**src/sv/ktrt_pkg.sv**
```systemverilog
// ----------------------------------------------------------------------------
// ktrt_pkg
// Shared types and constants for the keyed tile record table: the stored
// record layout, the search accumulator passed along the cell row, the
// write controls broadcast to the cells, operation codes and FSM states.
// ----------------------------------------------------------------------------
package ktrt_pkg;

    // default capacity of the table
    localparam int KTRT_TABLE_ENTRIES = 256;

    // cells chained without a register between them
    localparam int KTRT_SEG_CELLS = 8;

    // operation codes of an input transaction
    typedef enum logic [1:0] {
        OP_INSERT = 2'd0,
        OP_LOOKUP = 2'd1,
        OP_CLEAR  = 2'd2
    } ktrt_op_t;

    // top level control states
    typedef enum logic [1:0] {
        ST_IDLE,
        ST_SEARCH,
        ST_RESOLVE
    } ktrt_state_t;

    // one stored tile record
    typedef struct packed {
        logic signed [15:0] src_x;
        logic signed [15:0] src_y;
        logic signed [15:0] width;
        logic signed [15:0] height;
        logic signed [15:0] draw_dx;
        logic signed [15:0] draw_dy;
        logic        [7:0]  atlas_index;
    } ktrt_rec_t;

    // match flag and matched record handed from cell to cell
    typedef struct packed {
        logic      hit;
        ktrt_rec_t rec;
    } ktrt_acc_t;

    // write controls broadcast to every cell
    typedef struct packed {
        logic update;
        logic append;
    } ktrt_ctl_t;

endpackage

```
**src/sv/ktrt_cell.sv**
```systemverilog
// ----------------------------------------------------------------------------
// ktrt_cell
// One table entry: holds a key and its record, compares the key against the
// query and merges its record into the accumulator passed down the row.
// ----------------------------------------------------------------------------
module ktrt_cell #(
    parameter int INDEX = 0,
    parameter int CNT_W = 9
) (
    input  logic                clk,
    input  logic [15:0]         qkey,
    input  logic [CNT_W-1:0]    count,
    input  ktrt_pkg::ktrt_ctl_t ctl,
    input  ktrt_pkg::ktrt_rec_t wrec,
    input  ktrt_pkg::ktrt_acc_t acc_in,
    output ktrt_pkg::ktrt_acc_t acc_out
);
    import ktrt_pkg::*;

    logic [15:0] key_reg;
    ktrt_rec_t   rec_reg;
    logic        in_use;
    logic        match;
    logic        wr_en;

    // entry takes part only below the fill count
    assign in_use = (count > CNT_W'(INDEX));
    assign match  = in_use && (key_reg == qkey);

    // update on key match, append at the fill count
    assign wr_en = (ctl.update && match) || (ctl.append && (count == CNT_W'(INDEX)));

    // entry storage
    always_ff @(posedge clk)
    begin
        if (wr_en)
        begin
            key_reg <= qkey;
            rec_reg <= wrec;
        end
    end

    // keys are unique below the fill count, so at most one cell matches
    always_comb
    begin
        acc_out.hit = acc_in.hit | match;
        acc_out.rec = acc_in.rec | (match ? rec_reg : '0);
    end

endmodule

```
**src/sv/ktrt_segment.sv**
```systemverilog
// ----------------------------------------------------------------------------
// ktrt_segment
// A short run of cells chained combinationally, with the accumulated search
// result registered at its end before it moves on to the next segment.
// ----------------------------------------------------------------------------
module ktrt_segment #(
    parameter int FIRST_INDEX = 0,
    parameter int NUM_CELLS   = 8,
    parameter int CNT_W       = 9
) (
    input  logic                clk,
    input  logic [15:0]         qkey,
    input  logic [CNT_W-1:0]    count,
    input  ktrt_pkg::ktrt_ctl_t ctl,
    input  ktrt_pkg::ktrt_rec_t wrec,
    input  ktrt_pkg::ktrt_acc_t acc_in,
    output ktrt_pkg::ktrt_acc_t acc_out
);
    import ktrt_pkg::*;

    ktrt_acc_t acc_link [0:NUM_CELLS];
    ktrt_acc_t acc_reg;

    assign acc_link[0] = acc_in;

    // row of cells
    for (genvar c = 0; c < NUM_CELLS; c++)
    begin : g_cell
        ktrt_cell #(
            .INDEX (FIRST_INDEX + c),
            .CNT_W (CNT_W)
        ) u_cell (
            .clk     (clk),
            .qkey    (qkey),
            .count   (count),
            .ctl     (ctl),
            .wrec    (wrec),
            .acc_in  (acc_link[c]),
            .acc_out (acc_link[c+1])
        );
    end

    // hop register toward the next segment
    always_ff @(posedge clk)
    begin
        acc_reg <= acc_link[NUM_CELLS];
    end

    assign acc_out = acc_reg;

endmodule

```
**config.mk**
```make
export PLATFORM = sky130hd
export DESIGN_NAME = ktrt_segment
export DESIGN_NICKNAME = d
export VERILOG_FILES = /design/src/sv/ktrt_pkg.sv /design/src/sv/ktrt_cell.sv /design/src/sv/ktrt_segment.sv
export SDC_FILE = /design/constraint.sdc
export NUM_CORES = 1
export LEC_CHECK = 0
export BUFFER_PORTS_ARGS = -buffer_cell sky130_fd_sc_hd__buf_4
export CAP_MARGIN = 20
export CORE_UTILIZATION = 45
export DETAILED_ROUTE_END_ITERATION = 8
export PLACE_DENSITY = 0.68
export SETUP_SLACK_MARGIN = 0.02
export SYNTH_ARGS = -nofsm -noshare
export SYNTH_HDL_FRONTEND = slang
export SYNTH_HIERARCHICAL = 1
export SYNTH_SLANG_ARGS = --single-unit
```
**constraint.sdc**
```tcl
create_clock -name clk -period 11.5 [get_ports clk]
set_input_delay 1.725 -clock clk [delete_from_list [all_inputs] [get_ports clk]]
set_output_delay 1.725 -clock clk [all_outputs]
set_load 0.03 [all_outputs]
```
# --- After elaboration in Yosys (flattened, before gate mapping) ---
# Cells that the tools add are included.
op_classes:
  reduce_logical: 33
  n_eq_ne: 15
  n_lt_le_gt_ge: 8
  n_mux: 8
  bitwise_logic: 16
op_table:
  columns: ["op", "count"]
  rows:
  - ["$mux 104", 8]
  - ["$or 104x104->104", 8]
  - ["$eq 16x16->1", 8]
  - ["$eq 9x3->1 const B", 4]
  - ["$gt 9x3->1 const B", 4]
  - ["$logic_and 1x1->1", 24]
  - ["$eq 9x2->1 const B", 2]
  - ["$gt 9x1->1 const B", 2]
  - ["$gt 9x2->1 const B", 2]
  - ["$eq 9x1->1 const B", 1]
  - ["$logic_not 9->1", 1]
  - ["$logic_or 1x1->1", 8]
  - ["$or 1x1->1", 8]
word_totals:
  out_inout_bits: 105
  wordCells: 152
  register_bits: 1065
  in_bits: 237

# --- Depth between registers and ports, before layout ---
# Gate-level depths: netlist (run 1).
logic_depth:
  depth_word: 11
  mapped_depth: 13
  mapped_depth_nobuf: 11

# --- Cells and area by module ---
# The synthesis (run 1) kept the hierarchy.
modules_own_cells:
  columns: ["module", "area_each_um2", "instances", "cells_each", "seq_area_each_um2"]
  rows:
  - ["ktrt_cell at g_cell[3].u_cell", 4880.9, 1, 273, 3603.5]
  - ["ktrt_cell at g_cell[5].u_cell", 4880.9, 1, 274, 3603.5]
  - ["ktrt_cell at g_cell[0].u_cell", 4865.9, 1, 273, 3603.5]
  - ["ktrt_cell at g_cell[6].u_cell", 4860.9, 1, 276, 3603.5]
  - ["ktrt_cell at g_cell[7].u_cell", 4858.4, 1, 275, 3603.5]
  - ["ktrt_cell at g_cell[4].u_cell", 4853.4, 1, 277, 3603.5]
  - ["ktrt_cell at g_cell[2].u_cell", 4852.2, 1, 276, 3603.5]
  - ["ktrt_cell at g_cell[1].u_cell", 4849.7, 1, 273, 3603.5]
  - ["ktrt_segment", 2102.0, 1, 105, 2102.0]

# --- Worst setup path after synthesis (run 1) ---
# No wires, ideal clock.
synth_path:
  path_type: "in2reg"
  start: "input port qkey[6]"
  end: "register g_cell[0].u_cell.key_reg[0], enable pin"
  n_path_buf: 1
  arrival_ns: 5.512
  stages: 5
  slack_ns: 5.489
  t_required_ns: 11.001
  setup_time_ns: 0.499
  path_cell_list: "xnor2_1 nand4_1 nor2_1 clkbuf_1 a32o_1"
synth_between:
  elab_chain_cells: 4
synth_lines:
  columns: ["item", "line", "rtl"]
  rows:
  - ["start: declaration", "ktrt_segment.sv:12", "input logic [15:0] qkey,"]
  - ["$eq 16x16->1", "ktrt_cell.sv:28", "assign match = in_use && (key_reg == qkey);"]
  - ["$logic_and 1x1->1", "ktrt_cell.sv:28", null]
  - ["$logic_and 1x1->1", "ktrt_cell.sv:31", "assign wr_en = (ctl.update && match) || (ctl.append && (count == CNT_W'(INDEX)));"]
  - ["$logic_or 1x1->1", "ktrt_cell.sv:31", null]
  - ["via g_cell[0].u_cell.wr_en", "ktrt_cell.sv:24", "logic wr_en;"]
  - ["end signal: assignment", "ktrt_cell.sv:38", "key_reg <= qkey;"]
  - ["end: declaration", "ktrt_cell.sv:20", "logic [15:0] key_reg;"]
# The timed path passes the listed nets, and every way through them passes these cells.
# A chain may end at the register's enable or synchronous reset.

# --- Final worst setup path (run 1) ---
layout_path:
  start: "input port qkey[7]"
  end: "register g_cell[1].u_cell.key_reg[10], enable pin"
layout_between:
  elab_chain_cells: 4
layout_lines:
  columns: ["item", "line"]
  rows:
  - ["$eq 16x16->1", "ktrt_cell.sv:28"]
  - ["$logic_and 1x1->1", "ktrt_cell.sv:28"]
  - ["$logic_and 1x1->1", "ktrt_cell.sv:31"]
  - ["$logic_or 1x1->1", "ktrt_cell.sv:31"]
  - ["via g_cell[1].u_cell.wr_en", "ktrt_cell.sv:24"]
  - ["end signal: assignment", "ktrt_cell.sv:38"]
  - ["end: declaration", "ktrt_cell.sv:20"]
# The timed path passes the listed nets, and every way through them passes these cells.

==> results of run 1 <==
==> critical path: cells and delay by family <==
family	cells	cell delay [ns]
AOI/OAI and AO/OA	2	1.88
buffers and inverters	3	1.93
and+or+nand+nor	1	0.35
xor gates and xnor gates	1	0.17
==> kinds of logic after synthesis <==
logic type	synth area share (%)
AOI/OAI and AO/OA	18.26
xor gates and xnor gates	2.734
buffers and inverters	2.206
DFF	75.43
and+or+nand+nor	1.373
==> synthesized netlist by cell type <==
master	n
nor4_2	1
xnor2_1	128
or4_4	3
buf_4	24
or3_1	1
nor3_2	5
clkbuf_1	97
nor3_1	2
buf_6	13
nand4_1	34
a32o_1	2
a21o_1	9
and3_1	1
a2111oi_4	1
nor4_4	5
nand4b_1	2
a31o_1	318
nor2_1	10
a31o_2	521
and4_1	1
buf_2	39
buf_1	5
o21ai_0	1
nand2_1	5
edfxtp_1	960
nand3_1	1
a21oi_2	2
nor4_1	6
dfxtp_1	105
==> path summary, 6_finish.rpt <==
check        depth (start not counted)  slack (ns)                                      to                                    from
max                                  7        5.57  g_cell[1].u_cell/key_reg[10]$_DFFE_PP_                                 qkey[7]
min                                  1        0.46                     acc_out[99]$_DFF_P_  g_cell[7].u_cell/rec_reg[99]$_DFFE_PP_
max reg2reg                          6        6.48  g_cell[1].u_cell/key_reg[10]$_DFFE_PP_   g_cell[1].u_cell/key_reg[0]$_DFFE_PP_
min reg2reg                          1        0.46                     acc_out[99]$_DFF_P_  g_cell[7].u_cell/rec_reg[99]$_DFFE_PP_
==> per-stage QoR <==
step / area (um2) / instances / power, uW / worst slack [ns] / hold WS, ns
6_report: 48200 / 3881 / 8155 / 5.571 / 0.4566
5_1_grt: 48190 / 3880 / 8385 / 5.349 / 0.4713
4_1_cts: 48130 / 3875 / 8205 / 5.553 / 0.4585
3_5_place_dp: 44580 / 3679 / 4759 / 4.838 / 0.4507
3_3_place_gp: 44580 / 3679 / 4751 / 4.893 / 0.4528
2_1_floorplan: 41000 / 2302 / 4542 / 5.489 / 0.4417
==> area by class of cell <==
type	count	share of cell area, %
Antenna cell	3	0.01558
Clock buffer	147	6.249
Clock inverter	49	1.135
Multi-Input combinational cell	1059	19.36
Sequential cell	1065	64.18
Tap cell	1176	3.053
Timing Repair Buffer	382	6.013
==> per-layer routing <==
layer	global-route usage (%)	share of wire, %
met1	32.73	43
met2	37.50	47
met3	4.680	8.6
met4	5.725	1.6
met5	0	0.035
==> power breakdown <==
group | switching (uW) | internal [uW]
sequential | 10.6 | 4230
combinational | 226 | 207
clock | 1460 | 2020
==> impl_metrics.env, run 1 <==
export IMPL_gp_congestion=0.8303
export IMPL_drt_antenna_violating_nets=0
export IMPL_synth_nets=2539
export IMPL_slowest_delay_ns=0.97
export IMPL_synth_area_top_cells="edfxtp_1, a31o_2, a31o_1"
export IMPL_netlist_area_um2=41000
export IMPL_nFillCells=7122
export IMPL_routed_wl_um=109500
export IMPL_largest_reg_flops=832
export IMPL_clk_path_buf_depth=3
export IMPL_critPathKind="in -> reg"
export IMPL_critical_path_cell_chain="buf_4 > xnor2_1 > nand4_1 > a21oi_4 > buf_4 > a31o_4 > buf_4"
export IMPL_layout_commonest_cell="edfxtp_1"
export IMPL_drive_gt1_share_pct=40.19
export IMPL_finClkSkew_ns=0.04032
export IMPL_multi_input_area_um2=9330
export IMPL_cts_setup_buffers=0
export IMPL_slowest_stage="a31o_4"
export IMPL_final_cell_mix="edfxtp_1, a31o_2, buf_4"
export IMPL_syn2layout_area_growth_pct=17.54
export IMPL_antenna_found_initial=8
export IMPL_grt_setup_unrepaired="no"
export IMPL_fin_util_pct=53.46
export IMPL_fin_crit_sh_pct=51.56
export IMPL_start_util_pct=45.49
export IMPL_crit_top_cell="buf_4"
export IMPL_maxCapViolations=0
export IMPL_outcome="complete, no violations"
export IMPL_slew_viol_final=0
export IMPL_grt_pass1_wl_um=161500
export IMPL_vdd_ir_drop_worst_mv=0.1202
export IMPL_grt_max_degree=78
export IMPL_ctsHoldBuffers=0
export IMPL_synth_top_area_cell="edfxtp_1"
export IMPL_yosysWarnings=6
export IMPL_grt_pass1_vias=24300
export IMPL_path_max_fanout=69
export IMPL_first_pass_iters=7
export IMPL_cts_root_buf="clkbuf_16"
export IMPL_synth_cells=2302
export IMPL_cp_required_ns=11.79
export IMPL_syn_avg_cell_area_um2=17.81
export IMPL_power_density_nw_per_um2=169.2
export IMPL_ys_types=29
export IMPL_num_nets_final=2851
export IMPL_grt_ovfl_total=0
export IMPL_cts_buffers=106
export IMPL_remaining_drc_errors=0
export IMPL_via_per_inst=6.137
export IMPL_power_leakage_uw=0.01598
export IMPL_synth_top_cell_area_share_pct=70.30
export IMPL_cts_resized=0
export IMPL_dieArea_um2=92330
export IMPL_final_hold_viol_count=0
export IMPL_cts_max_level=3
export IMPL_slew_headroom_pct=24.80
export IMPL_fmax_mhz=168.7
export IMPL_core_um2=90150
export IMPL_num_vias=23818
export IMPL_portBuffers=341
export IMPL_clock_latency_ns=0.68
export IMPL_synth_seq_area_share_pct=75.43
export IMPL_endpoint_kind="register"
export IMPL_cp_start_kind="input pin"
export IMPL_hold_path_class="reg -> reg"
export IMPL_tritoncts="done"
export IMPL_hpwlAfterDp_um=62380
export IMPL_synth_seq_cells=1065
export IMPL_clkTransAtPathRegs_ns=0.06
export IMPL_cts_sinks=1065
export IMPL_ios=342
export IMPL_worst_pin_slew_ns=1.128
export IMPL_die_y_um=303.9
export IMPL_finalSetupViolations=0
export IMPL_groute_usage_overall_pct=23.36
export IMPL_drtIter0Drc=2281
export IMPL_tns_ns=0
export IMPL_cp_data_arrival_time_ns=6.22
export IMPL_regArea_um2=30930
export IMPL_fin_crit_ns=5.929
export IMPL_die_w_um=303.9
export IMPL_routedWlPerCell_um=28.22
export IMPL_row_count=110
Note: power is estimated with default switching activity, not from simulation.
==> run 2: changes to the inputs <==
==> constraint.sdc (replaced) <==
create_clock -name clk -period 6.14 [get_ports clk]
set_input_delay 0.921 -clock clk [delete_from_list [all_inputs] [get_ports clk]]
set_output_delay 0.921 -clock clk [all_outputs]
set_load 0.03 [all_outputs]
==> run 2 against run 1 <==
Via count increased by 1.6%. Cell area increased by 0.32%. Sequential share of layout area decreased by 0.20 points. Setup slack got worse by 3.2 ns. Die area unchanged. Sequential power increased by 87%. Wire length increased by 4.4%. Clock power increased by 90%. Non-clock buffer count increased by 7.
==> impl_metrics.env, run 2 (synthesis results as in run 1) <==
export IMPL_ctsHoldBuffers=0
export IMPL_clock_latency_ns=0.68
export IMPL_slowest_stage="or4_4"
export IMPL_drtIter0Drc=2583
export IMPL_slowest_delay_ns=0.55
export IMPL_num_vias=24207
export IMPL_row_count=110
export IMPL_groute_usage_overall_pct=24.29
export IMPL_largest_reg_flops=832
export IMPL_hpwlAfterDp_um=60600
export IMPL_clkTransAtPathRegs_ns=0.06
export IMPL_crit_family="compound AO/OA/AOI/OAI gates"
export IMPL_rrSetupSlack_ns=2.59
export IMPL_grt_ovfl_total=0
export IMPL_tritoncts="done"
export IMPL_crit_cells=13
export IMPL_final_hold_viol_count=0
export IMPL_tns_ns=0
export IMPL_cts_max_level=3
export IMPL_nFillCells=7038
export IMPL_maxCapViolations=0
export IMPL_power_leakage_uw=0.01607
export IMPL_hold_path_class="reg -> reg"
export IMPL_rr_startpoint="g_cell[4].u_cell/key_reg[10]$_DFFE_PP_"
export IMPL_cts_resized=0
export IMPL_ios=342
export IMPL_syn2layout_area_growth_pct=17.91
export IMPL_fmax_mhz=265.4
export IMPL_swShare_pct=20.15
export IMPL_drive_gt1_share_pct=40.11
export IMPL_cp_required_ns=6.70
export IMPL_cts_sinks=1065
export IMPL_vdd_ir_drop_worst_mv=0.2271
export IMPL_power_density_nw_per_um2=317.6
export IMPL_slew_viol_final=0
export IMPL_routedWlPerCell_um=29.36
export IMPL_rr_worst_depth=9
export IMPL_rr_endpoint="acc_out[1]$_DFF_P_"
export IMPL_final_cells=3894
export IMPL_whs_path_depth=1
export IMPL_dieArea_um2=92330
export IMPL_layout_commonest_cell="edfxtp_1"
export IMPL_antenna_found_initial=7
export IMPL_path_max_fanout=50
export IMPL_cp_start_kind="input pin"
export IMPL_critical_path_cell_chain="buf_4 > or4_4 > nor4_4 > nor3_4 > buf_4 > a31o_2 > a31o_2 > a31o_2 > a31o_2 > a31o_2 > a31o_2 > a31o_2 > a31o_2"
export IMPL_die_w_um=303.9
export IMPL_crit_top_cell="a31o_2"
export IMPL_placed_cells_incl_taps=3689
export IMPL_critPathKind="in -> reg"
export IMPL_gp_congestion=0.7760
export IMPL_grt_setup_unrepaired="no"
export IMPL_cts_buffers=107
export IMPL_fin_crit_ns=3.769
export IMPL_final_cell_mix="edfxtp_1, a31o_2, buf_4"
export IMPL_cp_data_arrival_time_ns=4.33
export IMPL_p_switching_uw=3095
export IMPL_fin_crit_sh_pct=61.38
export IMPL_start_util_pct=45.49
export IMPL_internal_power_uw=12260
export IMPL_slew_headroom_pct=23.62
export IMPL_min_from="g_cell[7].u_cell/rec_reg[65]$_DFFE_PP_"
export IMPL_endpoint_kind="register"
export IMPL_core_um2=90150
export IMPL_grt_pass1_vias=24442
export IMPL_remaining_drc_errors=0
export IMPL_portBuffers=341
export IMPL_finClkSkew_ns=0.02271
export IMPL_worst_pin_slew_ns=1.146
export IMPL_via_per_inst=6.216
export IMPL_grt_pass1_wl_um=165800
export IMPL_clk_path_buf_depth=3
export IMPL_cts_setup_buffers=0
export IMPL_combPwrFrac_pct=5.1
export IMPL_routed_wl_um=114300
export IMPL_grt_max_degree=68
export IMPL_outcome="complete, no violations"
export IMPL_pwr_share_clk_pct=43.1
export IMPL_die_y_um=303.9
export IMPL_first_pass_iters=5
export IMPL_cp_num_buf_inv=2
export IMPL_num_nets_final=2859
export IMPL_drt_antenna_violating_nets=0
export IMPL_seq_power_share_pct=51.8
export IMPL_cts_root_buf="clkbuf_16"
export IMPL_whs_endpoint="acc_out[65]$_DFF_P_"
export IMPL_finalSetupViolations=0
==> run 2: cell count changes in the layout (fill, tap and decap cells not counted), sizes merged <==
cell and change:
clkinvlp -6, inv +1, clkinv -13, buf +7
bufinv +3, clkbuf +21
==> run 2: area by class of cell <==
class                   instances  area [um2]  share of cell area [%]
diodes                          3       7.507                 0.01553
clock buffers                 168        3122                   6.457
clock inverters                34       455.4                  0.9420
multi-input cells            1059        9330                   19.30
flip-flops and latches       1065       30930                   63.97
well taps                    1176        1471                   3.043
repair buffers                389        3033                   6.273
==> run 2: power groups by stage <==
stage                     Clock [uW]  Combinational [uW]  Sequential, uW
final                           6620                 786            7960
after global routing            6980                 838            7960
after CTS                       6710                 789            7960
after detailed placement           0                 785            8110
after global placement             0                 764            8110
after floorplan                    0                 331            8180
==> run 2: worst max-delay path by stage <==
stage                                                  to     start
floorplan           g_cell[0].u_cell/key_reg[0]$_DFFE_PP_   qkey[6]
detailed placement                    acc_out[16]$_DFF_P_  count[6]
global route                          acc_out[35]$_DFF_P_  count[6]
CTS                                   acc_out[23]$_DFF_P_  count[6]
global placement                      acc_out[20]$_DFF_P_  count[6]
finish                                acc_out[37]$_DFF_P_  count[6]
==> run 2: metal layers <==
layer	global-route usage, %	up-vias	wire [um]	share of wire [%]
met2	39.41	1198	54770	48
met3	5.613	166	9813	8.6
li1	-	10291	-	-
met4	5.914	8	2052	1.8
met1	33.20	12544	47640	42
met5	0	-	57	0.050
==> run 2: per-stage QoR <==
stage / area (um2) / total power (uW) / hold slack, ns / worst slack [ns] / util, %
floorplan: 41000 / 8507 / 0.4417 / 0.9331 / -
global placement: 44760 / 8874 / 0.4520 / 1.758 / 49.66
detailed placement: 44760 / 8893 / 0.4498 / 1.764 / 49.66
CTS: 48340 / 15460 / 0.4336 / 2.473 / 53.62
global route: 48350 / 15770 / 0.4401 / 2.348 / 53.63
finish: 48350 / 15360 / 0.4626 / 2.371 / 53.63
